`config.mk`:
```
export PLATFORM = sky130hd
export DESIGN_NAME = lph_mod
export DESIGN_NICKNAME = d
export VERILOG_FILES = /design/src/hdl/lph_pkg.sv /design/src/hdl/lph_mod.sv
export SDC_FILE = /design/constraint.sdc
export NUM_CORES = 1
export LEC_CHECK = 0
export BUFFER_PORTS_ARGS = -buffer_cell sky130_fd_sc_hd__buf_2
export CAP_MARGIN = 30
export CELL_PAD_IN_SITES_DETAIL_PLACEMENT = 0
export CELL_PAD_IN_SITES_GLOBAL_PLACEMENT = 1
export CORE_UTILIZATION = 35
export DETAILED_ROUTE_END_ITERATION = 6
export PLACE_DENSITY = 0.75
export REMOVE_ABC_BUFFERS = 1
export SLEW_MARGIN = 40
export SYNTH_ARGS = -nofsm -noshare
export SYNTH_HDL_FRONTEND = slang
export SYNTH_SLANG_ARGS = --single-unit
```
`constraint.sdc`:
```
create_clock -name clk -period 2.4 [get_ports clk]
set_input_delay 0.36 -clock clk [delete_from_list [all_inputs] [get_ports clk]]
set_output_delay 0.36 -clock clk [all_outputs]
set_load 0.01 [all_outputs]
```
`src/hdl/lph_pkg.sv`:
```
package lph_pkg;

	// Number of slots built into the table memory.
	localparam int CAPACITY = 1024;

	// Field widths fixed by the interface.
	localparam int CMD_W      = 2;
	localparam int KEY_W      = 31;
	localparam int STATUS_W   = 2;
	localparam int SLOT_OUT_W = 10;
	localparam int CFG_W      = 11;

	// Internal widths that follow the table capacity and the key width.
	localparam int SLOT_W = $clog2(CAPACITY);
	localparam int SIZE_W = $clog2(CAPACITY + 1);
	localparam int BIT_CNT_W = $clog2(KEY_W);

	typedef enum logic [CMD_W-1:0] {
		CMD_INSERT = 2'd0,
		CMD_REMOVE = 2'd1,
		CMD_SEARCH = 2'd2
	} cmd_t;

	typedef enum logic [STATUS_W-1:0] {
		ST_OK        = 2'd0,
		ST_NOT_FOUND = 2'd1,
		ST_DUPLICATE = 2'd2,
		ST_FULL      = 2'd3
	} status_t;

	// One word of the table memory.
	typedef struct packed {
		logic             valid;
		logic [KEY_W-1:0] key;
	} entry_t;

endpackage

```
`src/hdl/lph_mod.sv`:
```
module lph_mod
	import lph_pkg::*;
(
	input  logic              clk,
	input  logic              arst_n,
	input  logic              start,
	input  logic [KEY_W-1:0]  dividend,
	input  logic [SIZE_W-1:0] divisor,
	output logic              done,
	output logic [SLOT_W-1:0] remainder
);

	// Restoring remainder: one dividend bit is brought down per cycle.
	logic                 busy_q;
	logic                 done_q;
	logic [BIT_CNT_W-1:0] cnt_q;
	logic [KEY_W-1:0]     dvd_q;
	logic [SLOT_W-1:0]    rem_q;
	logic [SIZE_W-1:0]    div_q;
	logic [SLOT_W:0]      trial;
	logic [SLOT_W:0]      div_ext;
	logic [SLOT_W-1:0]    rem_next;

	assign trial   = {rem_q, dvd_q[KEY_W-1]};
	assign div_ext = (SLOT_W + 1)'(div_q);

	always_comb begin
		if (trial >= div_ext) begin
			rem_next = SLOT_W'(trial - div_ext);
		end else begin
			rem_next = SLOT_W'(trial);
		end
	end

	always_ff @(posedge clk or negedge arst_n) begin
		if (!arst_n) begin
			busy_q <= 1'b0;
			done_q <= 1'b0;
			cnt_q  <= '0;
		end else begin
			done_q <= 1'b0;
			if (start) begin
				busy_q <= 1'b1;
				cnt_q  <= BIT_CNT_W'(KEY_W - 1);
			end else if (busy_q) begin
				cnt_q <= cnt_q - 1'b1;
				if (cnt_q == '0) begin
					busy_q <= 1'b0;
					done_q <= 1'b1;
				end
			end
		end
	end

	always_ff @(posedge clk) begin
		if (start) begin
			dvd_q <= dividend;
			div_q <= divisor;
			rem_q <= '0;
		end else if (busy_q) begin
			dvd_q <= {dvd_q[KEY_W-2:0], 1'b0};
			rem_q <= rem_next;
		end
	end

	assign done      = done_q;
	assign remainder = rem_q;

endmodule

```
==> flow_summary_export.csv <==
group,metric,value,unit
worst_setup_path,r2r-start,"div_ext[6]",
final_layout,final_nets,347,
drt,ant_nets,0,
worst_setup_path,reg2regPathDepth,8,
cts,clk_pin_slew,0.07,ns
floorplanning,ios,56,
drt,dr.pass1.iters,4,
logic_synthesis,synth-edff-count,42,
power,ir_worst_vdd,0.000359,V
logic_synthesis,synth_top_area_cell,"edfxtp_1",
power,switchingPower,525,uW
timing,max_freq,0.470,GHz
floorplanning,fp.coreArea,7890,sq um
drt,num_vias,1868,
worst_setup_path,startpoint_type,"register",
worst_setup_path,criticalPathCategory,"register to register",
logic_synthesis,synth-seq-cells,59,
final_layout,diodes,0,
logic_synthesis,synth_warnings,0,
power,p_leak,1.44,nW
job,maxCapViolCount,0,
logic_synthesis,synthFlopType,"edfxtp_1",
worst_setup_path,cp.required,2.65,ns
placed_design,gp_congestion,0.827,
logic_synthesis,seq_area_frac_synth,0.564,
cts,cts_buffers,9,
worst_setup_path,cp_slowest_cell,"ha_1",
final_layout,layout.cell_area.non_filler,3520,sq um
grt,grt_max_degree,31,
logic_synthesis,netlist_area,2900,sq um
grt,overflow,0,
worst_setup_path,cp_top_family,"compound AO/OA/AOI/OAI gates",
logic_synthesis,synth.distinct_cells,42,
worst_hold_path,min_path_type,"input pin to register",
worst_setup_path,r2r-end,"remainder[0]",
drt,wirelength,5.36,mm
cts,post_cts_buffers,0,
drt,vias_per_cell,4.75,
power,swShare,0.227,
logic_synthesis,ys_async_sr_fraction,0.119,
timing,worst_pin_slew,0.624,ns
power,intPower,1.79,mW
worst_setup_path,crit_chain,"inv_1 > ha_1 > o21ai_1 > a21oi_1 > o21ai_2 > o21ai_4 > mux2_4 > a211oi_2",
timing,drv_slew,0,
worst_setup_path,r2r_slack,0.27,ns
floorplanning,rows,32,
grt,grt_usage,0.137,
cts,clock_latency,0.33,ns
final_layout,areaGrowthSynthToFinish,21.3,%
timing,finalSetupViolCount,0,
grt,grt_pass1_wl,8.95,mm
timing,whs,0.206,ns
worst_setup_path,critPathMaxFanout,9,
worst_setup_path,path_buf_inv,1,
timing,period_needed,2.13,ns
grt,antenna_found_initial,0,
timing,timing.slew.headroom,0.584,
logic_synthesis,synth_area_per_cell,13.0,sq um
drt,drtIter0Drc,50,
timing,period_share,0.886,
cts,cts_buffer_depth,2,
drt,drc,0,
run_status,status,"finished clean",
timing,fin_skew,0.00736,ns
cts,htree_levels,3,
placed_design,hpwl,3.82,mm
logic_synthesis,synth_area_leaders,"edfxtp_1 43%, mux2_2 12%, dfxtp_1 6.9%",
grt,grt_pass1_vias,1897,
cts,clkSinkCount,59,
power,combPwrFrac,0.122,
floorplanning,die_area,8650,sq um
logic_synthesis,synthCells,223,
floorplanning,start_util,0.368,
power,clkPwrFrac,0.354,
floorplanning,fp.dieH,93.0,microns
placed_design,dpl-instance-area,3330,sq um
worst_hold_path,holdCritStartpoint,"divisor[1]",
timing,rsz0062_at_grt,"no",
worst_setup_path,cpPeakStageDelay,0.38,ns
drt,wl_per_cell,13.6,microns
power,p_seq_frac,0.524,
cts,root_buffer,"clkbuf_8",
worst_setup_path,cp.depth,8,
timing,hold_viol,0,
logic_synthesis,yosys-top-cells-count,"42 x edfxtp_1, 30 x mux2_2, 18 x inv_1",
final_layout,drive_gt1_frac,0.399,
logic_synthesis,yosys.area.top_type_share,0.435,
power,power_density,657,nW/um^2
worst_setup_path,worstSetupEndpointType,"register",
placed_design,portBuffers,55,
cts,cts_tree,"done",
worst_hold_path,hold_path_end,"div_ext[1]",
timing,tns,0,ns
floorplanning,chipWidth,93.0,microns
logic_synthesis,synth_most_common_cell,"edfxtp_1",
worst_setup_path,arrival,2.38,ns
worst_hold_path,hold_depth,1,
-- final cells by class --
| cell class | instances | area, sq um |
|---|---|---|
| Clock buffer | 9 | 124 |
| Clock inverter | 5 | 46.3 |
| Fill cell | 743 | 4370 |
| Inverter | 18 | 67.6 |
| Multi-Input combinational cell | 139 | 1180 |
| Sequential cell | 59 | 1640 |
| Tap cell | 102 | 128 |
| Timing Repair Buffer | 61 | 335 |
-- registers in the layout (all words and copies together), names as in the netlist --
signal     count
dvd_q         31
div_ext       11
remainder     10
cnt_q          5
busy_q         1
done           1
-- per-layer routing --
layer	vias to the layer above	part of all wire	GRT usage	wire (microns)
li1	939	-	-	-
met1	865	0.45	0.162	2420
met2	54	0.45	0.218	2400
met3	10	0.078	0.0650	420
met4	0	0.022	0.0487	119
met5	-	0	0	0
-- worst reg2reg max path, delay by kind of cell (launching register included) --
| kind | cells | cell delay [ns] |
|---|---|---|
| flops | 1 | 0.32 |
| fa+ha+maj | 1 | 0.38 |
| mux | 1 | 0.34 |
| buf+inv | 1 | 0.04 |
| compound gates | 5 | 0.95 |
-- kinds of logic after synthesis --
family	share of synthesized area
buffers and inverters	0.0324
AOI/OAI and AO/OA	0.0880
muxes	0.146
DFF	0.564
xor gates and xnor gates	0.0332
and+or+nand+nor	0.0733
adders and majority gates	0.0630
-- timing repair --
action | CTS | global route
endpoints found under the setup margin | 0 | 1
hold endpoints to repair | 7 | 0
hold buffers | 1 | 0
resized for setup | 0 | 3
-- power groups by stage --
stage          Sequential (mW)  Clock, mW  Combinational (mW)
6_report                  1.21      0.818               0.283
5_1_grt                   1.22      0.885               0.319
4_1_cts                   1.21      0.848               0.283
3_5_place_dp              1.23          0               0.280
3_3_place_gp              1.23          0               0.275
2_1_floorplan             1.23          0               0.183
-- placed cells by master (no fill, tap or decap), types with 2 or more instances in the layout --
cell	count
ha_1	13
o21ai_1	2
inv_1	18
nand3_1	2
dfrtp_1	7
buf_2	55
a211oi_1	4
dfxtp_1	10
mux2_2	30
nand2b_1	7
clkinv_1	3
buf_4	4
nand2_1	11
a21o_1	2
a21oi_1	8
a21oi_2	3
o22ai_1	2
clkbuf_8	9
edfxtp_1	42
o21ai_0	5
nor2_1	10
a211oi_2	2
xor2_1	3
xnor2_1	8
mux2i_1	7
-- worst max-delay path by stage --
| stage | start | end | slack [ns] |
|---|---|---|---|
| floorplan | dvd_q[30] | remainder[8] | 0.44 |
| CTS | dvd_q[30] | remainder[6] | 0.12 |
| global placement | dvd_q[30] | remainder[6] | 0.23 |
| finish | div_ext[6] | remainder[0] | 0.27 |
| global route | dvd_q[30] | remainder[6] | 0.08 |
| detailed placement | dvd_q[30] | remainder[6] | 0.14 |
-- through the flow --
stage,power (mW),utilization,std cells,worst slack [ns]
6_report,2.31,0.446,393,0.273
5_1_grt,2.42,0.446,393,0.0781
4_1_cts,2.34,0.445,393,0.119
3_5_place_dp,1.51,0.422,378,0.143
3_3_place_gp,1.51,0.422,378,0.231
2_1_floorplan,1.41,-,216,0.439
Note: power is estimated with default switching activity, not from simulation.
